**src/rtl/bffa_pkg.sv**
```systemverilog
// bffa_pkg: shared types and constants of the bitmap first-fit block allocator
// field widths, operation and status codes, register indexes, controller states
// no dependencies
`default_nettype none

package bffa_pkg;

    // item field widths
    localparam int ACTION_W  = 2;
    localparam int LENGTH_W  = 23;
    localparam int INDEX_W   = 10;
    localparam int STATUS_W  = 2;
    localparam int FIRST_W   = 10;
    localparam int FREE_W    = 11;

    // configuration register widths and reset values
    localparam int BSIZE_W   = 13;
    localparam int BCOUNT_W  = 11;
    localparam int CFG_IDX_W = 1;
    localparam int CFG_DATA_W = 13;
    localparam logic [BSIZE_W-1:0]  BSIZE_RST  = 13'd64;
    localparam logic [BCOUNT_W-1:0] BCOUNT_RST = 11'd1024;

    // packed stream widths
    localparam int S_TDATA_W = 40;
    localparam int S_TUSER_W = 2;
    localparam int M_TDATA_W = 24;
    localparam int M_TUSER_W = 2;

    // block count need: quotient plus round-up
    localparam int NEED_W = LENGTH_W + 1;

    typedef enum logic [CFG_IDX_W-1:0] {
        CFG_BLOCK_SIZE  = 1'd0,
        CFG_BLOCK_COUNT = 1'd1
    } cfg_idx_t;

    typedef enum logic [ACTION_W-1:0] {
        ACT_ALLOC   = 2'd0,
        ACT_RELEASE = 2'd1,
        ACT_COUNT   = 2'd2
    } action_t;

    typedef enum logic [STATUS_W-1:0] {
        ST_OK       = 2'd0,
        ST_NO_SPACE = 2'd1,
        ST_EMPTY    = 2'd2,
        ST_RANGE    = 2'd3
    } status_t;

    typedef enum logic [2:0] {
        S_CLEAR,
        S_IDLE,
        S_DIV,
        S_SCAN,
        S_MARK,
        S_COUNT,
        S_DONE
    } state_t;

endpackage

`default_nettype wire

```
**src/rtl/bffa_ram.sv**
```systemverilog
// bffa_ram: generic simple dual-port ram, one write and one registered read port
// no dependencies
`default_nettype none

module bffa_ram #(
    parameter int WIDTH = 1,
    parameter int DEPTH = 1024
) (
    input  wire logic                     aclk,
    input  wire logic                     wr_en,
    input  wire logic [$clog2(DEPTH)-1:0] wr_addr,
    input  wire logic [WIDTH-1:0]         wr_data,
    input  wire logic                     rd_en,
    input  wire logic [$clog2(DEPTH)-1:0] rd_addr,
    output logic      [WIDTH-1:0]         rd_data
);

    logic [WIDTH-1:0] mem [DEPTH];

    always_ff @(posedge aclk) begin
        if (wr_en) begin
            mem[wr_addr] <= wr_data;
        end
        if (rd_en) begin
            rd_data <= mem[rd_addr];
        end
    end

endmodule

`default_nettype wire

```
**src/rtl/bffa_div.sv**
```systemverilog
// bffa_div: restoring divider, one quotient bit a cycle, rounds the quotient up
// depends on bffa_pkg
`default_nettype none

module bffa_div (
    input  wire logic                           aclk,
    input  wire logic                           aresetn,
    input  wire logic                           start,
    input  wire logic [bffa_pkg::LENGTH_W-1:0]  dividend,
    input  wire logic [bffa_pkg::BSIZE_W-1:0]   divisor,
    output logic                                done,
    output logic      [bffa_pkg::NEED_W-1:0]    need
);

    localparam int LW = bffa_pkg::LENGTH_W;
    localparam int DW = bffa_pkg::BSIZE_W;
    localparam int CW = $clog2(LW);

    logic          busy_reg, busy_next;
    logic          done_reg, done_next;
    logic [CW-1:0] cnt_reg, cnt_next;
    logic [LW-1:0] q_reg, q_next;
    logic [DW-1:0] r_reg, r_next;
    logic [DW-1:0] d_reg, d_next;
    logic [DW:0]   trial;
    logic [DW:0]   diff;
    logic          ge;

    assign trial = {r_reg, q_reg[LW-1]};
    assign diff  = trial - {1'b0, d_reg};
    assign ge    = trial >= {1'b0, d_reg};

    always_comb begin
        busy_next = busy_reg;
        done_next = 1'b0;
        cnt_next  = cnt_reg;
        q_next    = q_reg;
        r_next    = r_reg;
        d_next    = d_reg;
        if (start) begin
            busy_next = 1'b1;
            cnt_next  = '0;
            q_next    = dividend;
            r_next    = '0;
            d_next    = divisor;
        end else if (busy_reg) begin
            r_next   = ge ? diff[DW-1:0] : trial[DW-1:0];
            q_next   = {q_reg[LW-2:0], ge};
            cnt_next = cnt_reg + CW'(1);
            if (cnt_reg == CW'(LW - 1)) begin
                busy_next = 1'b0;
                done_next = 1'b1;
            end
        end
    end

    always_ff @(posedge aclk) begin
        if (!aresetn) begin
            busy_reg <= 1'b0;
            done_reg <= 1'b0;
            cnt_reg  <= '0;
        end else begin
            busy_reg <= busy_next;
            done_reg <= done_next;
            cnt_reg  <= cnt_next;
        end
        q_reg <= q_next;
        r_reg <= r_next;
        d_reg <= d_next;
    end

    assign done = done_reg;
    assign need = {1'b0, q_reg} + bffa_pkg::NEED_W'(r_reg != '0);

endmodule

`default_nettype wire

```
**src/rtl/bitmap_first_fit_block_allocator.sv**
```systemverilog
// bitmap_first_fit_block_allocator: first-fit contiguous block allocator over a usage bitmap
// depends on bffa_pkg, bffa_ram and bffa_div
//
// usage:
//   requests come in on the s_ stream, one item each: s_tuser holds the action
//   (allocate, release, count free), s_tdata the byte length and block index.
//   each request gives exactly one result item on the m_ stream: m_tuser holds
//   the status, m_tdata the run start and the free block count after the op.
//   block size and block count are written through the cfg_ channel; cfg_ready is
//   always high; the user must write them only while the block is idle (not enforced).
// sequence, with n the effective block count:
//   allocate: divider, first-fit scan of up to n entries, marking of the run, free
//   count over n entries, result. a failed allocate skips only the marking;
//   release, count and empty requests skip the divider, scan and marking. every
//   pass walks the bitmap ram one entry a cycle through its single read port.
// reset: synchronous, aresetn low. afterward a clearing pass writes every bitmap
//   entry free, with s_tready low.
// stall: the result sits in an output register, so the next request is taken
//   while it waits; a finished request holds until that register is free.
`default_nettype none

module bitmap_first_fit_block_allocator #(
    parameter int MAX_BLOCKS = 1024
) (
    input  wire logic                               aclk,
    input  wire logic                               aresetn,
    // configuration writes
    input  wire logic                               cfg_valid,
    output logic                                    cfg_ready,
    input  wire logic [bffa_pkg::CFG_IDX_W-1:0]     cfg_index,
    input  wire logic [bffa_pkg::CFG_DATA_W-1:0]    cfg_data,
    // request stream
    input  wire logic                               s_tvalid,
    output logic                                    s_tready,
    // tdata: length_bytes[22:0], block_index[32:23], zero pad
    input  wire logic [bffa_pkg::S_TDATA_W-1:0]     s_tdata,
    // tuser: action[1:0]
    input  wire logic [bffa_pkg::S_TUSER_W-1:0]     s_tuser,
    // result stream
    output logic                                    m_tvalid,
    input  wire logic                               m_tready,
    // tdata: first_block[9:0], free_blocks[20:10], zero pad
    output logic      [bffa_pkg::M_TDATA_W-1:0]     m_tdata,
    // tuser: status[1:0]
    output logic      [bffa_pkg::M_TUSER_W-1:0]     m_tuser
);

    localparam int AW = $clog2(MAX_BLOCKS);
    localparam int LW = $clog2(MAX_BLOCKS + 1);

    // configuration
    logic [bffa_pkg::BSIZE_W-1:0]  bsize_reg;
    logic [bffa_pkg::BCOUNT_W-1:0] bcount_reg;
    logic [bffa_pkg::BSIZE_W-1:0]  bsize_eff;
    logic [LW-1:0]                 n_live;

    // request fields
    logic [bffa_pkg::LENGTH_W-1:0] in_length;
    logic [bffa_pkg::INDEX_W-1:0]  in_index;
    logic [bffa_pkg::ACTION_W-1:0] in_action;

    // controller
    bffa_pkg::state_t              state_reg, state_next;
    logic [LW-1:0]                 ra_reg, ra_next;     // read address being issued
    logic [AW-1:0]                 pa_reg, pa_next;     // address of data now on rd_data
    logic                          pv_reg, pv_next;     // rd_data holds a live entry
    logic [LW-1:0]                 run_reg, run_next;
    logic [LW-1:0]                 cnt_reg, cnt_next;
    logic [LW-1:0]                 left_reg, left_next;
    logic [AW-1:0]                 wa_reg, wa_next;
    logic [AW-1:0]                 start_reg, start_next;
    logic [bffa_pkg::NEED_W-1:0]   need_reg, need_next;
    bffa_pkg::status_t             status_reg, status_next;
    logic [LW-1:0]                 run_new;
    logic [LW-1:0]                 start_calc;

    // output register
    logic                          m_valid_reg, m_valid_next;
    bffa_pkg::status_t             o_status_reg, o_status_next;
    logic [bffa_pkg::FIRST_W-1:0]  o_first_reg, o_first_next;
    logic [bffa_pkg::FREE_W-1:0]   o_free_reg, o_free_next;

    // memory ports
    logic                          mem_we;
    logic [AW-1:0]                 mem_wa;
    logic                          mem_wd;
    logic                          mem_re;
    logic [AW-1:0]                 mem_ra;
    logic [0:0]                    mem_rd;

    // divider
    logic                          div_start;
    logic                          div_done;
    logic [bffa_pkg::NEED_W-1:0]   div_need;

    assign cfg_ready = 1'b1;
    assign s_tready  = (state_reg == bffa_pkg::S_IDLE);

    assign in_length = s_tdata[bffa_pkg::LENGTH_W-1:0];
    assign in_index  = s_tdata[bffa_pkg::LENGTH_W +: bffa_pkg::INDEX_W];
    assign in_action = s_tuser[bffa_pkg::ACTION_W-1:0];

    // zero block size counts as one byte
    assign bsize_eff = (bsize_reg == '0) ? bffa_pkg::BSIZE_W'(1) : bsize_reg;

    // block count clamps to the map depth
    always_comb begin
        if (32'(bcount_reg) > 32'(MAX_BLOCKS)) begin
            n_live = LW'(MAX_BLOCKS);
        end else begin
            n_live = LW'(bcount_reg);
        end
    end

    // configuration registers
    always_ff @(posedge aclk) begin
        if (!aresetn) begin
            bsize_reg  <= bffa_pkg::BSIZE_RST;
            bcount_reg <= bffa_pkg::BCOUNT_RST;
        end else if (cfg_valid && cfg_ready) begin
            case (cfg_index)
                bffa_pkg::CFG_BLOCK_SIZE: begin
                    bsize_reg <= cfg_data[bffa_pkg::BSIZE_W-1:0];
                end
                bffa_pkg::CFG_BLOCK_COUNT: begin
                    bcount_reg <= cfg_data[bffa_pkg::BCOUNT_W-1:0];
                end
                default: begin
                    bsize_reg <= bsize_reg;
                end
            endcase
        end
    end

    bffa_div u_div (
        .aclk     (aclk),
        .aresetn  (aresetn),
        .start    (div_start),
        .dividend (in_length),
        .divisor  (bsize_eff),
        .done     (div_done),
        .need     (div_need)
    );

    // usage bitmap, one bit per block, set means used
    bffa_ram #(
        .WIDTH (1),
        .DEPTH (MAX_BLOCKS)
    ) u_map (
        .aclk    (aclk),
        .wr_en   (mem_we),
        .wr_addr (mem_wa),
        .wr_data (mem_wd),
        .rd_en   (mem_re),
        .rd_addr (mem_ra),
        .rd_data (mem_rd)
    );

    // running free-run length including the entry on rd_data
    assign run_new    = mem_rd[0] ? '0 : run_reg + LW'(1);
    // start of the run that ends at pa_reg; need fits since need <= run_new
    assign start_calc = LW'(pa_reg) + LW'(1) - LW'(need_reg);

    always_comb begin
        state_next    = state_reg;
        ra_next       = ra_reg;
        pa_next       = pa_reg;
        pv_next       = pv_reg;
        run_next      = run_reg;
        cnt_next      = cnt_reg;
        left_next     = left_reg;
        wa_next       = wa_reg;
        start_next    = start_reg;
        need_next     = need_reg;
        status_next   = status_reg;
        m_valid_next  = m_valid_reg && !m_tready;
        o_status_next = o_status_reg;
        o_first_next  = o_first_reg;
        o_free_next   = o_free_reg;
        mem_we        = 1'b0;
        mem_wa        = '0;
        mem_wd        = 1'b0;
        mem_re        = 1'b0;
        mem_ra        = '0;
        div_start     = 1'b0;

        case (state_reg)
            bffa_pkg::S_CLEAR: begin
                // mark every block free after reset
                mem_we  = 1'b1;
                mem_wa  = ra_reg[AW-1:0];
                ra_next = ra_reg + LW'(1);
                if (ra_reg == LW'(MAX_BLOCKS - 1)) begin
                    state_next = bffa_pkg::S_IDLE;
                end
            end

            bffa_pkg::S_IDLE: begin
                if (s_tvalid) begin
                    status_next = bffa_pkg::ST_OK;
                    start_next  = '0;
                    ra_next     = '0;
                    pv_next     = 1'b0;
                    cnt_next    = '0;
                    run_next    = '0;
                    state_next  = bffa_pkg::S_COUNT;
                    case (in_action)
                        bffa_pkg::ACT_ALLOC: begin
                            if (in_length == '0) begin
                                status_next = bffa_pkg::ST_EMPTY;
                            end else begin
                                div_start  = 1'b1;
                                state_next = bffa_pkg::S_DIV;
                            end
                        end
                        bffa_pkg::ACT_RELEASE: begin
                            if (32'(in_index) < 32'(n_live)) begin
                                mem_we = 1'b1;
                                mem_wa = AW'(in_index);
                                mem_wd = 1'b0;
                            end else begin
                                status_next = bffa_pkg::ST_RANGE;
                            end
                        end
                        default: begin
                            // count, and the unused code, change nothing
                            state_next = bffa_pkg::S_COUNT;
                        end
                    endcase
                end
            end

            bffa_pkg::S_DIV: begin
                if (div_done) begin
                    need_next  = div_need;
                    state_next = bffa_pkg::S_SCAN;
                end
            end

            bffa_pkg::S_SCAN: begin
                // first fit: walk upward, read one entry a cycle
                pv_next = 1'b0;
                if (ra_reg < n_live) begin
                    mem_re  = 1'b1;
                    mem_ra  = ra_reg[AW-1:0];
                    pa_next = ra_reg[AW-1:0];
                    ra_next = ra_reg + LW'(1);
                    pv_next = 1'b1;
                end
                if (pv_reg) begin
                    run_next = run_new;
                    if (32'(run_new) >= 32'(need_reg)) begin
                        start_next = AW'(start_calc);
                        wa_next    = AW'(start_calc);
                        left_next  = LW'(need_reg);
                        state_next = bffa_pkg::S_MARK;
                    end
                end else if (ra_reg >= n_live) begin
                    status_next = bffa_pkg::ST_NO_SPACE;
                    ra_next     = '0;
                    cnt_next    = '0;
                    state_next  = bffa_pkg::S_COUNT;
                end
            end

            bffa_pkg::S_MARK: begin
                mem_we    = 1'b1;
                mem_wa    = wa_reg;
                mem_wd    = 1'b1;
                wa_next   = wa_reg + AW'(1);
                left_next = left_reg - LW'(1);
                if (left_reg == LW'(1)) begin
                    ra_next    = '0;
                    pv_next    = 1'b0;
                    cnt_next   = '0;
                    state_next = bffa_pkg::S_COUNT;
                end
            end

            bffa_pkg::S_COUNT: begin
                pv_next = 1'b0;
                if (ra_reg < n_live) begin
                    mem_re  = 1'b1;
                    mem_ra  = ra_reg[AW-1:0];
                    pa_next = ra_reg[AW-1:0];
                    ra_next = ra_reg + LW'(1);
                    pv_next = 1'b1;
                end
                if (pv_reg) begin
                    if (!mem_rd[0]) begin
                        cnt_next = cnt_reg + LW'(1);
                    end
                end else if (ra_reg >= n_live) begin
                    state_next = bffa_pkg::S_DONE;
                end
            end

            bffa_pkg::S_DONE: begin
                if (!m_valid_reg || m_tready) begin
                    m_valid_next  = 1'b1;
                    o_status_next = status_reg;
                    o_first_next  = bffa_pkg::FIRST_W'(start_reg);
                    o_free_next   = bffa_pkg::FREE_W'(cnt_reg);
                    state_next    = bffa_pkg::S_IDLE;
                end
            end

            default: begin
                state_next = bffa_pkg::S_IDLE;
            end
        endcase
    end

    always_ff @(posedge aclk) begin
        if (!aresetn) begin
            state_reg   <= bffa_pkg::S_CLEAR;
            ra_reg      <= '0;
            pv_reg      <= 1'b0;
            m_valid_reg <= 1'b0;
        end else begin
            state_reg   <= state_next;
            ra_reg      <= ra_next;
            pv_reg      <= pv_next;
            m_valid_reg <= m_valid_next;
        end
        pa_reg       <= pa_next;
        run_reg      <= run_next;
        cnt_reg      <= cnt_next;
        left_reg     <= left_next;
        wa_reg       <= wa_next;
        start_reg    <= start_next;
        need_reg     <= need_next;
        status_reg   <= status_next;
        o_status_reg <= o_status_next;
        o_first_reg  <= o_first_next;
        o_free_reg   <= o_free_next;
    end

    assign m_tvalid = m_valid_reg;
    assign m_tuser  = o_status_reg;
    assign m_tdata  = {3'b000, o_free_reg, o_first_reg};

endmodule

`default_nettype wire

```
**config.mk**
```make
export PLATFORM = sky130hd
export DESIGN_NAME = bitmap_first_fit_block_allocator
export DESIGN_NICKNAME = d
export VERILOG_FILES = /design/src/rtl/bffa_pkg.sv /design/src/rtl/bffa_ram.sv /design/src/rtl/bffa_div.sv /design/src/rtl/bitmap_first_fit_block_allocator.sv
export SDC_FILE = /design/constraint.sdc
export NUM_CORES = 2
export LEC_CHECK = 0
export BUFFER_PORTS_ARGS = -buffer_cell sky130_fd_sc_hd__buf_2
export CORE_MARGIN = 2
export CORE_UTILIZATION = 30
export DETAILED_ROUTE_END_ITERATION = 12
export PLACE_DENSITY = 0.48
export SLEW_MARGIN = 15
export SYNTH_ARGS = -nofsm -noshare
export SYNTH_HDL_FRONTEND = slang
export SYNTH_SLANG_ARGS = --single-unit
export TNS_END_PERCENT = 10
```
**constraint.sdc**
```tcl
create_clock -name aclk -period 19.1 [get_ports aclk]
set_input_delay 0.955 -clock aclk [delete_from_list [all_inputs] [get_ports aclk]]
set_output_delay 0.955 -clock aclk [all_outputs]
set_load 0.02 [all_outputs]
```
==> Word-level counts from Yosys, hierarchy flattened <==
Memories as Yosys holds them, arrays and structs flattened. A register that Yosys moved wholly into a read port is not among the register bits.
Cells that the tools add are included.
{ "totals": {"ff_bits": 208, "mem_bits_rw": 1024, "output_inout_bits": 29, "wordCells": 174, "memories": 1} }
{ "classes": {"addsub": 10, "n_lt_le_gt_ge": 6, "n_eq_ne": 25, "mux": 74, "bitwise_logic": 3, "n_reduce_logical": 32} }
{ "memory_table": {"columns": ["name", "words", "word_bits", "read_ports", "rd_ports_with_merged_regs", "wr", "line", "rtl"], "rows": [
  ["u_map.mem", 1024, 1, 1, 1, 1, "bffa_ram.sv:18", "logic [WIDTH-1:0] mem [DEPTH];"]
]} }
{ "ops": {"columns": ["operator", "n"], "rows": [
  ["$mux W11", 14],
  ["$mux W10", 8],
  ["$pmux W11 S5", 1],
  ["$mux W23", 2],
  ["$pmux W11 S2", 2],
  ["$pmux W11 S4", 1],
  ["$pmux W10 S2", 2],
  ["$mux W3", 12],
  ["$add A11 B1 Y11 const B", 3],
  ["$pmux W10 S3", 1],
  ["$add A23 B1 Y24", 1],
  ["$ge A11 B24 Y1", 1],
  ["$ne A2 B2 Y1 const B", 12],
  ["$logic_not A23 Y1", 1],
  ["$pmux W3 S7", 1],
  ["$add A10 B1 Y10 const B", 2],
  ["$mux W1", 20],
  ["$ge A14 B13 Y1", 1],
  ["$logic_not A13 Y1", 1],
  ["$mux W13", 1],
  ["$reduce_bool A13 Y1", 1],
  ["$sub A13 B13 Y13", 1],
  ["$reduce_and A3 Y1", 4],
  ["$eq A11 B1 Y1 const B", 1],
  ["other kinds (35)", 56]
]} }

==> Logic depth before layout (Yosys ltp) <==
{ "depth": {"word_depth": 9, "mapped_depth": 26, "depth_no_buf": 20} }

==> Modules after synthesis <==
Synthesis repeated with hierarchy kept, for this count alone.
{ "unflattened": {"hier_cells": 4250, "area_unflattened_um2": 56275.2} }
{ "modules_own_cells": {"columns": ["module", "instances", "cells_per_inst", "area_per_inst_um2"], "rows": [
  ["bffa_ram", 1, 3112, 44666.6],
  ["bitmap_first_fit_block_allocator", 1, 809, 8197.9],
  ["bffa_div", 1, 329, 3410.8]
]} }

==> Least setup slack after synthesis <==
Ideal clock, no wire load.
{ "synth_path": {"path_type": "register to register", "startpoint": "register state_reg[0]", "endpoint": "memory u_map.mem[0], data pin", "setup_ns": 3.476, "t_arrival_ns": 16.663, "setup_slack_ns": -1.038, "path_stages_with_launch": 7, "n_path_buf": 3, "cell_sequence": "dfxtp_1 > clkbuf_1 > nor2_1 > nand2_1 > clkinv_1 > clkbuf_1 > clkbuf_1"} }
{ "synth_between": {"elab_chain_len": 2} }
{ "synth_rtl": {"columns": ["element", "line", "rtl"], "rows": [
  ["start, declared", "bitmap_first_fit_block_allocator.sv:63", "bffa_pkg::state_t state_reg, state_next;"],
  ["start signal, assigned", "bitmap_first_fit_block_allocator.sv:316", "state_reg <= bffa_pkg::S_CLEAR;"],
  ["start signal, assigned", "bitmap_first_fit_block_allocator.sv:321", "state_reg <= state_next;"],
  ["$eq A3 B3 Y1", "bitmap_first_fit_block_allocator.sv:187", "case (state_reg)"],
  ["$mux W1", null, null],
  ["named net mem_wd", "bitmap_first_fit_block_allocator.sv:86", "logic mem_wd;"],
  ["end, declared", "bffa_ram.sv:18", null]
]} }
The timed path passes the listed nets, and every way through them passes these cells.

==> Final worst setup path <==
{ "layout_path": {"startpoint": "register bcount_reg[10] in the netlist's numbering", "endpoint": "register u_map.rd_data (read register of u_map.mem), data pin"} }
{ "layout_between": {"elab_chain_len": 5, "elab_cells_between_ends": 7} }
{ "layout_rtl": {"columns": ["element", "line", "rtl"], "rows": [
  ["start, declared", "bitmap_first_fit_block_allocator.sv:53", "logic [bffa_pkg::BCOUNT_W-1:0] bcount_reg;"],
  ["start signal, assigned", "bitmap_first_fit_block_allocator.sv:119", "bcount_reg <= bffa_pkg::BCOUNT_RST;"],
  ["start signal, assigned", "bitmap_first_fit_block_allocator.sv:126", "bcount_reg <= cfg_data[bffa_pkg::BCOUNT_W-1:0];"],
  ["$gt A11 B11 Y1", "bitmap_first_fit_block_allocator.sv:108", "if (32'(bcount_reg) > 32'(MAX_BLOCKS)) begin"],
  ["$mux W11 (*)", "bitmap_first_fit_block_allocator.sv:108", null],
  ["$lt A11 B11 Y1 (*)", "bitmap_first_fit_block_allocator.sv:243, bitmap_first_fit_block_allocator.sv:282", null],
  ["$mux W10 / $mux W1 (equally long branches)", "bitmap_first_fit_block_allocator.sv:243, bitmap_first_fit_block_allocator.sv:282", null],
  ["$mux W10 / $mux W1 (equally long branches)", null, null],
  ["end, declared", "bffa_ram.sv:15", "output logic [WIDTH-1:0] rd_data"]
]} }
Every way passes the cells marked *; elsewhere a longest branch is shown, timed or not.
A chain may end at the register's enable or synchronous reset.

==> results_dict.tcl <==
set metrics [dict create \
    hpwlAfterDp_um 105000 \
    placed_cells 7272 \
    grt_antenna_before_repair 11 \
    seq_area_frac_synth_pct 64.5 \
    wl_per_cell_um 25.8 \
    r2r_end "u_map.rd_data" \
    yosys.area.top_type "edfxtp_1" \
    status "complete, no violations" \
    rows 159 \
    slowest_stage "buf_4" \
    hold_violations 0 \
    cts_setup_buffers 0 \
    core_mm2 0.187 \
    grt_pass1_vias 38400 \
    gp_congestion 0.810 \
    drt_wl_total_um 194000 \
    r2r_start "bcount_reg[10]" \
    die-area_mm2 0.192 \
    worstSetupStartpointType "flip-flop" \
    grt_max_degree 275 \
    fin_skew_ns 0.0300 \
    synth_compound_area_share_pct 6.94 \
    max_freq_mhz 127 \
    crit_end "u_map.rd_data" \
    grt-ovfl-total 0 \
    comb_power_share_pct 2.3 \
    clk_pin_slew_ns 0.05 \
    numPortBuffers 78 \
    yosysMostFrequentCell "edfxtp_1" \
    initial_core_util_pct 30.1 \
    cp_max_fo 43 \
    critPathArrivalTime_ns 8.34 \
    worst-path-stages 20 \
    synth_top_family_by_area "simple AND/OR/NAND/NOR gates" \
    fin_setup_tns_ns 0 \
    crit_path_frequent_cell "a211oi_1" \
    instances_no_fill 7536 \
    drv_slew 0 \
    syn-instance-count 5016 \
    reg2reg_depth 20 \
    cp_cell_sequence "inv_1, nand2_1, ha_1, a211oi_1, o21ba_2, nand2_1, inv_1, ha_1, and2_1, and2_4, buf_4, buf_4, o21ai_2, a211oi_1, nor4b_1, a221oi_1, a211oi_1, nor4_1, a22oi_1, o22a_1" \
    cts_hold_buffers 0 \
    slowest_delay_ns 0.66 \
    drc 0 \
    numCtsBuffers 145 \
    syn_area_per_cell_um2 11.3 \
    insertion_delay_ns 0.78 \
    max_cap_viol_count 0 \
    cp-end-kind "flip-flop" \
    synth_ff_type "edfxtp_1" \
    grt_pass1_wl_um 278000 \
    intPower_uw 4460 \
    postPlaceCellArea_mm2 0.0594 \
    root_buffer "clkbuf_16" \
    finish.utilization_pct 34.0 \
    ys_warn_count 0 \
    track_usage_pct 19.9 \
    switching_share_pct 21.7 \
    area_delta_synth_final_pct 13.0 \
    p_switching_uw 1230 \
    hold_class "flip-flop to flip-flop" \
    synthArstFlopShare_pct 0 \
    clock-sinks 1233 \
    holdWs_ns 0.422 \
    rsz0062_at_grt "no" \
    setup_violations 0 \
    synth-seq-cells 1233 \
    synth_top_area_share_pct 62.4 \
    cp_top_family "compound AO/OA/AOI/OAI gates" \
    layout.nets 5059 \
    critPathKind "flip-flop to flip-flop" \
    worstMarginPinSlew_ns 1.24 \
    final_cell_area_mm2 0.0638 \
    synth_area_leaders "edfxtp_1 62%, nor2_1 7.8%, nand2_1 4.5%" \
    period_needed_ns 7.87 \
    synth.distinct_cells 87 \
    p_leak_uw 0.0223 \
    vias_per_cell 5.36 \
    fin_crit_sh_pct 41.2 \
    power_density_mw_per_mm2 89.3 \
    netlist_top_cells_count "1173 x edfxtp_1, 1169 x nor2_1, 674 x nand2_1" \
    dieWidth_um 438 \
    synth-xor-area-share_pct 1.39 \
    vias 40400 \
    slew_headroom_pct 16.5 \
    irDropWorstVdd_mv 0.0938 \
    die_h_um 438 \
    r2r_slack_ns 11.23 \
    ios 90 \
    cts_tree "built" \
    synth-edff-count 1173 \
    drive_gt1_share_pct 10.4 \
    cts_resized 0 \
    dr.pass1.iters 6 \
    clkPwrFrac_pct 46.2 \
    critPathLaunch "bcount_reg[10]" \
    ant_nets 0 \
    sequentialPowerShare_pct 51.5 \
    largest_reg_flops 1024 \
    syn_area_mm2 0.0565 \
    synth-simple-area-share_pct 17.3 \
    drt_first_iter_violations 5235 \
    ctsLongestPathBuffers 3 \
    worst-path-buf-inv 4 \
    required_ns 19.57 \
    synth.area.mux_share_pct 4.74 \
    cts_max_level 4 \
    synth_fa_ha_area_share_pct 1.67 \
]
==> power groups by stage <==
stage | Clock (uW) | Sequential [uW] | Combinational, uW
after detailed placement | 0 | 2990 | 131
after global routing | 2780 | 2930 | 142
final | 2630 | 2930 | 132
after floorplan | 0 | 2990 | 76.0
after global placement | 0 | 2990 | 131
after CTS | 2680 | 2930 | 132
==> cells by family after synthesis <==
family / count (synthesis)
XOR/XNOR: 89
buffers and inverters: 474
adder cells (fa/ha/maj): 74
AND/OR/NAND/NOR: 2345
flip-flops: 1233
AO/OA/AOI/OAI: 589
other: 2
multiplexers: 210
==> cells in the final DEF, fill, tap and decap left out, types with 78 or more instances in the layout <==
cell type / instances
mux2i_1: 128
a21oi_1: 134
buf_4: 90
nor2_1: 1163
edfxtp_1: 1173
nand3_1: 224
clkbuf_16: 148
buf_2: 78
o21ai_0: 86
nand2_1: 629
==> cell type report <==
cell class	count	area (um2)
clock buffers	197	3900
diodes	7	17.5
fillers	18900	124000
repair buffers	173	1170
clock inverters	60	499
well taps	2495	3120
flip-flops and latches	1233	36400
multi-input cells	3311	18400
inverters	60	233
==> per-stage QoR <==
stage / total power (uW) / setup slack (ns)
floorplan: 3060 / 9.02
global placement: 3120 / 11.35
detailed placement: 3120 / 11.37
CTS: 5750 / 11.32
global route: 5850 / 10.93
finish: 5700 / 11.23
==> how the worst min path moves through the flow <==
stage                             start        endpoint  slack, ns  cells past startpoint
final                      start_reg[3]  o_first_reg[3]       0.42                      0
after global routing       cfg_data[11]   bsize_reg[11]       0.42                      3
after CTS                  cfg_data[11]   bsize_reg[11]       0.39                      3
after detailed placement   start_reg[0]  o_first_reg[0]       0.41                      0
after global placement     start_reg[2]  o_first_reg[2]       0.41                      0
after floorplan           status_reg[0]      m_tuser[0]       0.40                      0
==> per-layer routing <==
layer	global-route usage (%)	routed length, um	up-vias
li1	-	-	17700
met1	27.9	83800	20600
met2	31.4	88500	1700
met3	3.05	15500	353
met4	6.36	6630	2
met5	0	10	-
Power figures use the tool's default switching activity.
